[src/rtl/core/fmr_pkg.sv]
// Shared types and constants for the framed message receiver.
`timescale 1ns / 1ps

package fmr_pkg;

  typedef enum logic [2:0] {
    PH_HUNT,
    PH_HEADER,
    PH_LENGTH,
    PH_PAYLOAD,
    PH_CHECK
  } phase_t;

  localparam logic [2:0] ST_TEMP    = 3'd0;
  localparam logic [2:0] ST_HUM     = 3'd1;
  localparam logic [2:0] ST_OTHER   = 3'd2;
  localparam logic [2:0] ST_BADHDR  = 3'd3;
  localparam logic [2:0] ST_BADVER  = 3'd4;
  localparam logic [2:0] ST_BADADDR = 3'd5;
  localparam logic [2:0] ST_BADSUM  = 3'd6;

  localparam logic [7:0] PREAMBLE_BYTE = 8'hFF;
  localparam logic [7:0] HDR_BYTE0     = 8'h46;  // 'F'
  localparam logic [7:0] HDR_BYTE1     = 8'h48;  // 'H'
  localparam logic [7:0] TAG_TEMP      = 8'h01;
  localparam logic [7:0] TAG_HUM       = 8'h02;
  localparam int         HDR_LEN       = 5;
  localparam logic [2:0] SEEN_MAX      = 3'd7;
  localparam logic [7:0] WORD_BYTES    = 8'd4;

  localparam logic [7:0] REG_STATION = 8'd0;
  localparam logic [7:0] REG_VERSION = 8'd1;

  // m_tdata layout
  localparam int OUT_W = 112;
  localparam int ST_LO = 0;
  localparam int TAG_LO = 3;
  localparam int PAY_LO = 11;
  localparam int TMP_LO = 43;
  localparam int HUM_LO = 75;

  typedef struct packed {
    logic        valid;
    logic [2:0]  status;
    logic [7:0]  tag;
    logic [31:0] payload;
    logic [31:0] temp;
    logic [31:0] hum;
  } fmr_result_t;

endpackage

[src/rtl/core/framed_message_receiver.sv]
// Top level of the framed message receiver: input stage, parser, output stage.
//
//  channel | dir | handshake         | payload
//  --------+-----+-------------------+------------------------------------------
//  s       | in  | s_tvalid/s_tready | s_tdata: rx_byte; s_tuser: mode
//  m       | out | m_tvalid/m_tready | m_tdata: status, tag, payload, temp, hum
//  cfg     | in  | cfg_valid/ready   | cfg_index, cfg_data (0 address, 1 version)
//
// One beat per cycle sustained while m_tready is high; a beat is taken into the
// input register, parsed from there once the output stage can take a result and,
// for a checksum byte, its result is registered into m_tdata.
// rst is synchronous; it empties both stages and restarts the preamble hunt.
// A stalled m beat holds; the input register still takes one more s beat.
`timescale 1ns / 1ps

module framed_message_receiver #(
  parameter int PREAMBLE_COUNT = 4
) (
  input  logic         clk,
  input  logic         rst,
  input  logic         s_tvalid,
  output logic         s_tready,
  input  logic [7:0]   s_tdata,   // [7:0] rx_byte
  input  logic         s_tuser,   // [0] mode
  output logic         m_tvalid,
  input  logic         m_tready,
  // [2:0] frame_status, [10:3] frame_tag, [42:11] payload_word,
  // [74:43] temperature_word, [106:75] humidity_word, [111:107] zero
  output logic [111:0] m_tdata,
  input  logic         cfg_valid,
  output logic         cfg_ready,
  input  logic [7:0]   cfg_index,
  input  logic [7:0]   cfg_data
);
  import fmr_pkg::*;

  logic        in_valid;
  logic        in_mode;
  logic [7:0]  in_byte;
  logic        can_proc;
  logic        step;
  logic [7:0]  station_address;
  logic [7:0]  expected_version;
  fmr_result_t res;
  fmr_result_t out_res;

  assign can_proc  = !m_tvalid || m_tready;
  assign step      = in_valid && can_proc;
  assign s_tready  = !in_valid || can_proc;
  assign cfg_ready = 1'b1;

  always_ff @(posedge clk) begin
    if (rst) begin
      station_address  <= 8'd1;
      expected_version <= 8'd1;
    end else if (cfg_valid) begin
      if (cfg_index == REG_STATION) begin
        station_address <= cfg_data;
      end
      if (cfg_index == REG_VERSION) begin
        expected_version <= cfg_data;
      end
    end
  end

  always_ff @(posedge clk) begin
    if (rst) begin
      in_valid <= 1'b0;
    end else if (s_tready) begin
      in_valid <= s_tvalid;
    end
  end

  always_ff @(posedge clk) begin
    if (s_tvalid && s_tready) begin
      in_mode <= s_tuser;
      in_byte <= s_tdata;
    end
  end

  fmr_parser #(
    .PREAMBLE_COUNT(PREAMBLE_COUNT)
  ) u_parser (
    .clk              (clk),
    .rst              (rst),
    .step             (step),
    .mode             (in_mode),
    .rx_byte          (in_byte),
    .station_address  (station_address),
    .expected_version (expected_version),
    .res              (res)
  );

  always_ff @(posedge clk) begin
    if (rst) begin
      m_tvalid <= 1'b0;
    end else if (can_proc) begin
      m_tvalid <= res.valid;
    end
  end

  // res.valid already includes step
  always_ff @(posedge clk) begin
    if (res.valid) begin
      out_res <= res;
    end
  end

  assign m_tdata = {5'd0, out_res.hum, out_res.temp, out_res.payload,
                    out_res.tag, out_res.status};

endmodule

[src/rtl/core/fmr_parser.sv]
// Frame parsing state, checksum and stored words; one item per step.
`timescale 1ns / 1ps

module fmr_parser #(
  parameter int PREAMBLE_COUNT = 4
) (
  input  logic                clk,
  input  logic                rst,
  input  logic                step,
  input  logic                mode,
  input  logic [7:0]          rx_byte,
  input  logic [7:0]          station_address,
  input  logic [7:0]          expected_version,
  output fmr_pkg::fmr_result_t res
);
  import fmr_pkg::*;

  localparam logic [2:0] PRE_THRESH = 3'(PREAMBLE_COUNT);
  localparam logic [2:0] HDR_LAST   = 3'(HDR_LEN);

  phase_t      phase, phase_next;
  logic [2:0]  preamble_seen, preamble_seen_next;
  logic [2:0]  header_index, header_index_next;
  logic [7:0]  header_store [HDR_LEN];
  logic [7:0]  payload_length, payload_length_next;
  logic [7:0]  payload_index, payload_index_next;
  logic [7:0]  running_sum, running_sum_next;
  logic [31:0] capture_word, capture_word_next;
  logic [31:0] temperature_store, temperature_store_next;
  logic [31:0] humidity_store, humidity_store_next;
  logic        hdr_write;
  logic        long_enough;
  logic [2:0]  verdict;

  assign long_enough = (payload_length >= WORD_BYTES);

  // Check order: header, version, address, checksum, then tag
  always_comb begin
    priority if (header_store[0] != HDR_BYTE0 || header_store[1] != HDR_BYTE1) begin
      verdict = ST_BADHDR;
    end else if (header_store[2] != expected_version) begin
      verdict = ST_BADVER;
    end else if (header_store[3] != station_address) begin
      verdict = ST_BADADDR;
    end else if (running_sum != rx_byte) begin
      verdict = ST_BADSUM;
    end else if (header_store[4] == TAG_TEMP && long_enough) begin
      verdict = ST_TEMP;
    end else if (header_store[4] == TAG_HUM && long_enough) begin
      verdict = ST_HUM;
    end else begin
      verdict = ST_OTHER;
    end
  end

  always_comb begin
    phase_next             = phase;
    preamble_seen_next     = preamble_seen;
    header_index_next      = header_index;
    payload_length_next    = payload_length;
    payload_index_next     = payload_index;
    running_sum_next       = running_sum;
    capture_word_next      = capture_word;
    temperature_store_next = temperature_store;
    humidity_store_next    = humidity_store;
    hdr_write              = 1'b0;
    res                    = '0;
    res.status             = verdict;
    res.tag                = header_store[4];
    res.payload            = capture_word;
    res.temp               = temperature_store;
    res.hum                = humidity_store;

    if (mode) begin
      phase_next          = PH_HUNT;
      preamble_seen_next  = '0;
      header_index_next   = '0;
      payload_length_next = '0;
      payload_index_next  = '0;
      running_sum_next    = '0;
      capture_word_next   = '0;
    end else begin
      unique case (phase)
        PH_HUNT: begin
          if (rx_byte == PREAMBLE_BYTE && preamble_seen < SEEN_MAX) begin
            preamble_seen_next = preamble_seen + 3'd1;
          end
          if (preamble_seen_next >= PRE_THRESH) begin
            phase_next = PH_HEADER;
          end
        end
        PH_HEADER: begin
          if (header_index < HDR_LAST) begin
            hdr_write         = 1'b1;
            header_index_next = header_index + 3'd1;
          end
          running_sum_next = running_sum + rx_byte;
          if (header_index_next >= HDR_LAST) begin
            phase_next = PH_LENGTH;
          end
        end
        PH_LENGTH: begin
          payload_length_next = rx_byte;
          running_sum_next    = running_sum + rx_byte;
          payload_index_next  = '0;
          phase_next          = (rx_byte == 8'd0) ? PH_CHECK : PH_PAYLOAD;
        end
        PH_PAYLOAD: begin
          if (payload_index < WORD_BYTES) begin
            capture_word_next = capture_word
                | ({24'd0, rx_byte} << {payload_index[1:0], 3'b000});
          end
          running_sum_next   = running_sum + rx_byte;
          payload_index_next = payload_index + 8'd1;
          if (payload_index_next >= payload_length) begin
            phase_next = PH_CHECK;
          end
        end
        PH_CHECK: begin
          res.valid = 1'b1;
          if (verdict == ST_TEMP) begin
            temperature_store_next = capture_word;
            res.temp               = capture_word;
          end
          if (verdict == ST_HUM) begin
            humidity_store_next = capture_word;
            res.hum             = capture_word;
          end
          phase_next          = PH_HUNT;
          preamble_seen_next  = '0;
          header_index_next   = '0;
          payload_length_next = '0;
          payload_index_next  = '0;
          running_sum_next    = '0;
          capture_word_next   = '0;
        end
        default: begin
          phase_next          = PH_HUNT;
          preamble_seen_next  = '0;
          header_index_next   = '0;
          payload_length_next = '0;
          payload_index_next  = '0;
          running_sum_next    = '0;
          capture_word_next   = '0;
        end
      endcase
    end
    if (!step) begin
      res.valid = 1'b0;
    end
  end

  always_ff @(posedge clk) begin
    if (rst) begin
      phase             <= PH_HUNT;
      preamble_seen     <= '0;
      header_index      <= '0;
      payload_length    <= '0;
      payload_index     <= '0;
      running_sum       <= '0;
      capture_word      <= '0;
      temperature_store <= '0;
      humidity_store    <= '0;
    end else if (step) begin
      phase             <= phase_next;
      preamble_seen     <= preamble_seen_next;
      header_index      <= header_index_next;
      payload_length    <= payload_length_next;
      payload_index     <= payload_index_next;
      running_sum       <= running_sum_next;
      capture_word      <= capture_word_next;
      temperature_store <= temperature_store_next;
      humidity_store    <= humidity_store_next;
    end
  end

  // Header bytes hold no reset value; each is written before the check byte
  always_ff @(posedge clk) begin
    if (step && hdr_write) begin
      header_store[header_index] <= rx_byte;
    end
  end

endmodule

[config.mk]
export PLATFORM = sky130hd
export DESIGN_NAME = framed_message_receiver
export DESIGN_NICKNAME = d
export VERILOG_FILES = /design/src/rtl/core/fmr_pkg.sv /design/src/rtl/core/framed_message_receiver.sv /design/src/rtl/core/fmr_parser.sv
export SDC_FILE = /design/constraint.sdc
export NUM_CORES = 1
export LEC_CHECK = 0
export ABC_CLOCK_PERIOD_IN_PS = 4350
export BUFFER_PORTS_ARGS = -buffer_cell sky130_fd_sc_hd__buf_2
export CAP_MARGIN = 20
export CORE_MARGIN = 2
export CORE_UTILIZATION = 60
export CTS_BUF_LIST = sky130_fd_sc_hd__clkbuf_4 sky130_fd_sc_hd__clkbuf_8
export CTS_CLUSTER_DIAMETER = 60
export DETAILED_ROUTE_END_ITERATION = 7
export PLACE_DENSITY = 0.81
export SLEW_MARGIN = 20
export SYNTH_ARGS = -nofsm -noshare
export SYNTH_HDL_FRONTEND = slang
export SYNTH_SLANG_ARGS = --single-unit
[constraint.sdc]
create_clock -name clk -period 4.35 [get_ports clk]
set_clock_uncertainty 0.05 [all_clocks]
set_input_delay 0.2175 -clock clk [delete_from_list [all_inputs] [get_ports clk]]
set_output_delay 0.2175 -clock clk [all_outputs]
set_load 0.03 [all_outputs]
Word level (Yosys, flattened, before mapping)
Memories as Yosys holds them, arrays and structs flattened.
Index checks and enable logic that the tools add are counted.
Storage, ports and cells
  flip-flop bits (word level): 263
  RAM bits: 40
  bits of input ports: 30
  output and inout bits: 115
  word-level logic and storage cells: 132
  memories kept: 1
Memories
  u_parser.header_store: words 5, bits a word 8, rd ports 5, clocked after memory_dff 0, write ports 1, RTL line fmr_parser.sv:24  | logic [7:0] header_store [HDR_LEN];
Cells by class
  $add $sub $neg: 4
  order comparisons: 7
  equal/unequal tests: 24
  shifts and indexed selects: 1
  muxes and demuxes: 43
  bitwise logic cells: 2
  reduce and logical (&&, ||, !) cells: 30
Operators by type and width (number)
  $mux W32: 4
  $mux W64: 2
  $pmux W32 S2: 1
  $mux W3: 18
  $pmux W8 S2: 3
  $or A32 B32 Y32: 1
  $shl A8 B5 Y32: 1
  $mux W8: 3
  $ne A8 B8 Y1: 3
  $eq A8 B1 Y1 const B: 2
  $logic_not A8 Y1: 2
  $ne A8 B7 Y1 const B: 2
  $reduce_and A2 Y1: 7
  $ne A3 B2 Y1 const B: 4
  $pmux W3 S2: 2
  $pmux W3 S4: 1
  $reduce_or A3 Y1: 4
  $ne A2 B1 Y1 const B: 5
  $add A8 B1 Y8 const B: 1
  $add A8 B8 Y8: 1
  $eq A8 B2 Y1 const B: 1
  $eq A8 B8 Y1 const B: 1
  $ge A8 B3 Y1 const B: 1
  $ge A8 B8 Y1: 1
  other kinds (18): 40

Longest topological paths before layout
Gate-level depths: netlist of run 1.
An unclocked memory read counts as a cell.
  word-level depth: 13
  depth in mapped cells: 10

Cells and area by module
A second synthesis of run 1 with hierarchy kept.
Unflattened totals
  cell total of the unflattened synthesis: 1008
  area, all modules: 12396.9 um^2
Modules (own cells, without submodules)
  fmr_parser: times used 1, cells each 808, area an instance 8049.0 um^2
  framed_message_receiver: times used 1, cells each 200, area an instance 4347.9 um^2

Least setup slack after synthesis of run 1
OpenSTA, ideal clock, no wires.
  path type: register -> register
  start point: register u_parser.phase[0]
  end point: register out_res, in the netlist m_tdata[0] (enable)
  library setup time: 0.460 ns
  arrival: 2.939 ns
  required time: 3.840 ns
  path slack: 0.901 ns
  stages on the path, launching flop included: 5
  buffers on the path: 1
  cell sequence: dfxtp_1 > buf_2 > nor2_4 > nand4_1 > inv_1
RTL lines
  start: declaration: RTL line fmr_parser.sv:21  | phase_t phase, phase_next;
  start signal: assignment: RTL line fmr_parser.sv:165  | phase <= phase_next;
  end signal: assignment: RTL line framed_message_receiver.sv:105  | out_res <= res;
  end: declaration: RTL line framed_message_receiver.sv:45  | fmr_result_t out_res;

==> results of run 1 <==
## registers in the layout, summed over array words and instances (netlist names)
name	count
in_valid	1
expected_version	8
u_parser.header_index	3
in_mode	1
u_parser.preamble_seen	3
u_parser.temperature_store	32
u_parser.payload_length	8
station_address	8
in_byte	8
m_tvalid	1
u_parser.payload_index	8
u_parser.capture_word	32
m_tdata	107
u_parser.running_sum	8
u_parser.phase	3
u_parser.humidity_store	32
u_parser.header_store	40
## power by group
| group | internal [mW] | leakage [nW] | switching [mW] | total, mW |
|---|---|---|---|---|
| Clock | 1.46 | 0.553 | 1.03 | 2.49 |
| Combinational | 0.0499 | 3.33 | 0.108 | 0.158 |
| Sequential | 3.00 | 2.83 | 0.0155 | 3.02 |
| Total | 4.51 | 6.71 | 1.16 | 5.67 |
## worst max-delay path: stages, from the launching register on
cell,delay (ns)
edfxtp_1,0.63
ha_1,0.46
nor3_1,0.32
nand3b_2,0.20
nor4_4,0.52
nand3_4,0.67
mux2_4,0.54
## how the worst max path moves through the flow
stage	from	to	slack, ns	cells after the start
6_report	in_byte[3]	m_tdata[88]	0.66	6
2_1_floorplan	u_parser.phase[0]	m_tdata[0]	0.90	4
3_5_place_dp	in_byte[3]	m_tdata[91]	0.67	6
3_3_place_gp	in_byte[3]	m_tdata[99]	0.78	7
5_1_grt	in_byte[3]	m_tdata[84]	0.50	6
4_1_cts	in_byte[3]	m_tdata[105]	0.67	6
## through the flow
stage               worst slack (ns)  cell area (sq um)  hold slack [ns]  instances
floorplan                      0.901              12400            0.266        939
global placement               0.781              13200            0.345       1317
detailed placement             0.673              13200            0.346       1317
CTS                            0.668              14400           0.0806       1425
global route                   0.502              14500            0.101       1426
finish                         0.657              14500            0.108       1426
## timing repair
| item | in CTS | in global routing |
|---|---|---|
| buffers inserted | 0 | 0 |
| hold endpoints to repair | 27 | 0 |
| hold buffers | 20 | 0 |
## layer usage
metal  routed length (um)  GRT usage  vias to the layer above
li1                     -          -                     3761
met1                10700      0.293                     3808
met2                12300      0.388                      258
met3                 1330     0.0438                       60
met4                  669     0.0909                        0
met5                    0          0                        -
## cell type report
type / count / area share
Timing Repair Buffer: 174 / 0.0710
Sequential cell: 303 / 0.527
Inverter: 13 / 0.00355
Multi-Input combinational cell: 578 / 0.303
Tap cell: 270 / 0.0234
Clock inverter: 5 / 0.00389
Clock buffer: 83 / 0.0673
## cells by family after synthesis
| kind of cell | count (synthesis) |
|---|---|
| other | 2 |
| xor gates and xnor gates | 31 |
| DFF | 303 |
| adders and majority gates | 19 |
| muxes | 143 |
| buffers and inverters | 58 |
| and+or+nand+nor | 270 |
| AOI/OAI and AO/OA | 109 |
## placed cells by master (no fill, tap or decap), drive strengths merged, types with 13 or more instances in the layout
cell type,n
mux2,64
dfxtp,147
a22oi,18
nand3,14
buf,154
xor2,15
o21ai,15
mux2i,79
edfxtp,156
a21oi,55
nand2,20
xnor2,16
clkbuf,83
dlygate4sd3,20
nor4,13
nor2,162
inv,14
ha,18
==> results.toml, run 1 <==
[logic_synthesis]
synth_cells = 935
synth-async-reset-ratio = 0
synth_top_cells_by_count = "nor2_1, edfxtp_1, dfxtp_1"
synth-compound-area-share = 0.0532
synth.top_cell.area_share = 0.379
ys_ff_latch = 303
synth_area_per_cell_sq_um = 13.2
synth_edf_count = 156
synth_xor_area_frac = 0.0220
synth_top_cell_by_area = "edfxtp_1"
synthFlopType = "edfxtp_1"
synth_most_common_cell = "nor2_1"
yosys.area_share.simple = 0.118
ys_seq_area_frac = 0.617
synth-adder-area-share = 0.0198
synth_mux_area_frac = 0.140
synth_area_leaders = "edfxtp_1, dfxtp_1, mux2_4"
yosysWarnings = 0
yosysUniqueCellTypes = 60
syn_area_sq_um = 12400
synth_top_family_by_area = "multiplexers"

[timing]
finalMaxSlewViolations = 0
setup-tns-final_ns = 0
tightest_slew_ns = 0.981
setup_violations = 0
max_freq_mhz = 271
layout_worst_path_cycle_share = 0.849
maxSlewHeadroom = 0.344
hold_viol = 0
min_period_ns = 3.69
grt_setup_unrepaired = "no"

[critical_path]
regToRegStartpoint = "in_byte[3]"
r2r_end = "m_tdata[88]"
worstSetupPathType = "register to register"
r2r_cells = 6
crit_arrival_ns = 3.95
critPathRequiredTime_ns = 4.60
cp-end-kind = "register"
crit_path_max_fanout = 32
r2r_setup_slack_ns = 0.66
worstSetupStartpointType = "register"

[detailed_routing]
dr.pass1.iters = 5
drt-initial-drc-count = 530
dr_total_vias = 7887
wl_um = 25000
viasPerCell = 5.53
drc = 0
wl_per_cell_um = 17.6
antenna_left = 0

[finish]
layout-drive-gt1-share = 0.285
fin_util = 0.715
fillerInstances = 1331
nets = 1166
regArea_sq_um = 7630
multi_input_area_sq_um = 4390
syn_to_final_growth_pct = 16.9
antenna_cells = 0

[place]
dp_hpwl_um = 15700
gp_congestion = 0.847
port_buffers = 138

[clock_tree]
cts_tree = "done"
clk_path_buf_depth = 3
htree_num_levels = 2
worstSkewPairLatency_ns = 0.55
cts_resized = 0
numClockSinks = 303
root_buffer = "clkbuf_8"
clk_pin_slew_worst_paths_ns = 0.06
cts_buffers = 47

[floorplan]
fp.dieH_um = 148
die_area_sq_um = 21800
fp-row-count = 52
initial_core_util = 0.611
pin_count = 145
core_sq_um = 20200
dieWidth_um = 148

[global_routing]
grt_use_total = 0.229
antenna_found_initial = 0
grt_pass1_wl_um = 39800
grt_max_degree = 87
overflow = 0
grt_pass1_vias = 7809

[run]
maxCapViolCount = 0

[pwr]
p_leak_nw = 6.71
peakVddDrop_mv = 0.231
finalPower_mw = 5.67
powerDensity_nw_per_um2 = 392

[hold_path]
hp-start = "rst"
hold_class = "input port to register"
hold_path_depth = 2
min_to = "u_parser.temperature_store[21]"

[status]
status = "completed"
(Power assumes the default switching activity.)
==> run 2: changes to the inputs <==
--- a/config.mk
+++ b/config.mk
@@ -5,15 +5,15 @@
 export SDC_FILE = /design/constraint.sdc
 export NUM_CORES = 1
 export LEC_CHECK = 0
-export ABC_CLOCK_PERIOD_IN_PS = 4350
+export ABC_CLOCK_PERIOD_IN_PS = 3250
 export BUFFER_PORTS_ARGS = -buffer_cell sky130_fd_sc_hd__buf_2
 export CAP_MARGIN = 20
 export CORE_MARGIN = 2
-export CORE_UTILIZATION = 60
+export CORE_UTILIZATION = 54
 export CTS_BUF_LIST = sky130_fd_sc_hd__clkbuf_4 sky130_fd_sc_hd__clkbuf_8
 export CTS_CLUSTER_DIAMETER = 60
 export DETAILED_ROUTE_END_ITERATION = 7
-export PLACE_DENSITY = 0.81
+export PLACE_DENSITY = 0.77
 export SLEW_MARGIN = 20
 export SYNTH_ARGS = -nofsm -noshare
 export SYNTH_HDL_FRONTEND = slang
==> constraint.sdc (replaced) <==
create_clock -name clk -period 3.25 [get_ports clk]
set_clock_uncertainty 0.05 [all_clocks]
set_input_delay 0.1625 -clock clk [delete_from_list [all_inputs] [get_ports clk]]
set_output_delay 0.1625 -clock clk [all_outputs]
set_load 0.03 [all_outputs]
==> run 2 against run 1 <==
Total power grew 34%. Combinational power rose by 40%. Global-route usage decreased by 2.8 points. Clock power grew 35%. Sequential power up 33%. Via count down 1.1%. Register-to-register slack got worse by 0.49 ns. Critical endpoint is now m_tdata[74]. Largest power group unchanged. First-iteration DRC count is 21% lower. Final cell count grew 1.9%. Utilization shrank 6.9 points. Worst setup slack worse by 0.49 ns. Maximum frequency increased by 20%.
==> results.toml, run 2 (synthesis gave the netlist of run 1 again) <==
[critical_path]
r2r_cells = 7
r2r_end = "m_tdata[74]"
critPathRequiredTime_ns = 3.50
r2r_setup_slack_ns = 0.17
worstSetupStartpointType = "register"
worstSetupPathType = "register to register"
crit_arrival_ns = 3.33
cp-end-kind = "register"
crit_path_max_fanout = 18
regToRegStartpoint = "in_byte[5]"

[pwr]
peakVddDrop_mv = 0.310
netSwitchingFraction = 0.209
p_seq_frac = 0.530
pwr-share-clk = 0.441
internal_power_mw = 6.02
comb_power_share = 0.029
powerDensity_nw_per_um2 = 522
finalPower_mw = 7.61
p_leak_nw = 6.76
p_switching_mw = 1.59

[place]
placedCellCount = 1342
dp_hpwl_um = 15700
port_buffers = 138
gp_congestion = 0.823

[finish]
antenna_cells = 0
final_cells = 1453
fin_util = 0.646
mostFrequentLayoutCells = "nor2_1, edfxtp_1, dfxtp_1"
syn_to_final_growth_pct = 17.9
final_common_cell = "nor2_1"
nets = 1177
largest_reg_flops = 107
layout-drive-gt1-share = 0.289

[floorplan]
initial_core_util = 0.548
die_area_sq_um = 24100
core_sq_um = 22600
fp-row-count = 55
pin_count = 145
fp.dieH_um = 155
dieWidth_um = 155

[timing]
grt_setup_unrepaired = "no"
finalMaxSlewViolations = 0
layout_worst_path_cycle_share = 0.948
maxSlewHeadroom = 0.445
min_period_ns = 3.08
setup_violations = 0
setup-tns-final_ns = 0
max_freq_mhz = 325
tightest_slew_ns = 0.833
hold_viol = 0
holdWs_ns = 0.0386

[detailed_routing]
antenna_left = 0
drc = 0
wl_per_cell_um = 16.7
dr_total_vias = 7801
wl_um = 24300
viasPerCell = 5.37
dr.pass1.iters = 5
drt-initial-drc-count = 417

[status]
status = "completed"

[global_routing]
grt_pass1_wl_um = 38700
grt_max_degree = 70
antenna_found_initial = 0
grt_pass1_vias = 7576
grt_use_total = 0.202
overflow = 0

[hold_path]
hp-start = "rst"
min_to = "u_parser.running_sum[5]"
hold_class = "input port to register"
hold_path_depth = 2

[clock_tree]
root_buffer = "clkbuf_8"
numClockSinks = 303
worstSkewPairLatency_ns = 0.57
clk_path_buf_depth = 3
cts_tree = "done"
clk_pin_slew_worst_paths_ns = 0.05
cts_buffers = 49
htree_num_levels = 2

[run]
maxCapViolCount = 0
==> run 2: power groups by stage <==
stage | clock network, mW | logic (mW) | registers, mW
3_5_place_dp | 0 | 0.199 | 4.11
2_1_floorplan | 0 | 0.108 | 4.12
3_3_place_gp | 0 | 0.195 | 4.11
4_1_cts | 3.43 | 0.219 | 4.03
5_1_grt | 3.59 | 0.240 | 4.03
6_report | 3.35 | 0.221 | 4.03
==> run 2: worst max path at each step <==
stage / start / endpoint / slack [ns]
2_1_floorplan: m_tvalid / m_tdata[0] / 0.30
3_5_place_dp: in_byte[3] / u_parser.temperature_store[23] / 0.10
6_report: in_byte[5] / m_tdata[74] / 0.17
3_3_place_gp: in_byte[3] / m_tdata[45] / 0.22
4_1_cts: in_byte[3] / u_parser.temperature_store[16] / 0.05
5_1_grt: in_byte[5] / m_tdata[74] / 0.07
==> run 2: layout make-up <==
class	count	area, sq um
fillers	1690	7990
flip-flops and latches	303	7630
multi-input cells	578	4390
repair buffers	183	1110
clock buffers	83	998
well taps	285	357
inverters	13	52.6
clock inverters	8	43.8
==> run 2: worst max-delay path, stage by stage (launching register included) <==
cell and delay (ns):
edfxtp_1 0.40, ha_1 0.40, nor4_4 0.39, nand3b_2 0.21, nor4_4 0.46, nand3b_4 0.34
buf_12 0.23, mux2_2 0.34
==> run 2: repair_timing <==
action                     CTS  global route
hold endpoints to repair    27             0
hold buffers                20             0
setup endpoints to repair    0            58
setup buffers                0             0
resized for setup            0             2
==> run 2: stage by stage <==
step | setup WS (ns) | cell area, sq um
finish | 0.169 | 14600
global route | 0.0689 | 14600
CTS | 0.0485 | 14600
detailed placement | 0.104 | 13300
global placement | 0.220 | 13300
floorplan | 0.302 | 12400
==> run 2: per-layer routing <==
metal,GRT usage,share of wire
met1,0.263,0.44
met2,0.334,0.48
met3,0.0407,0.054
met4,0.0786,0.026
met5,0,0
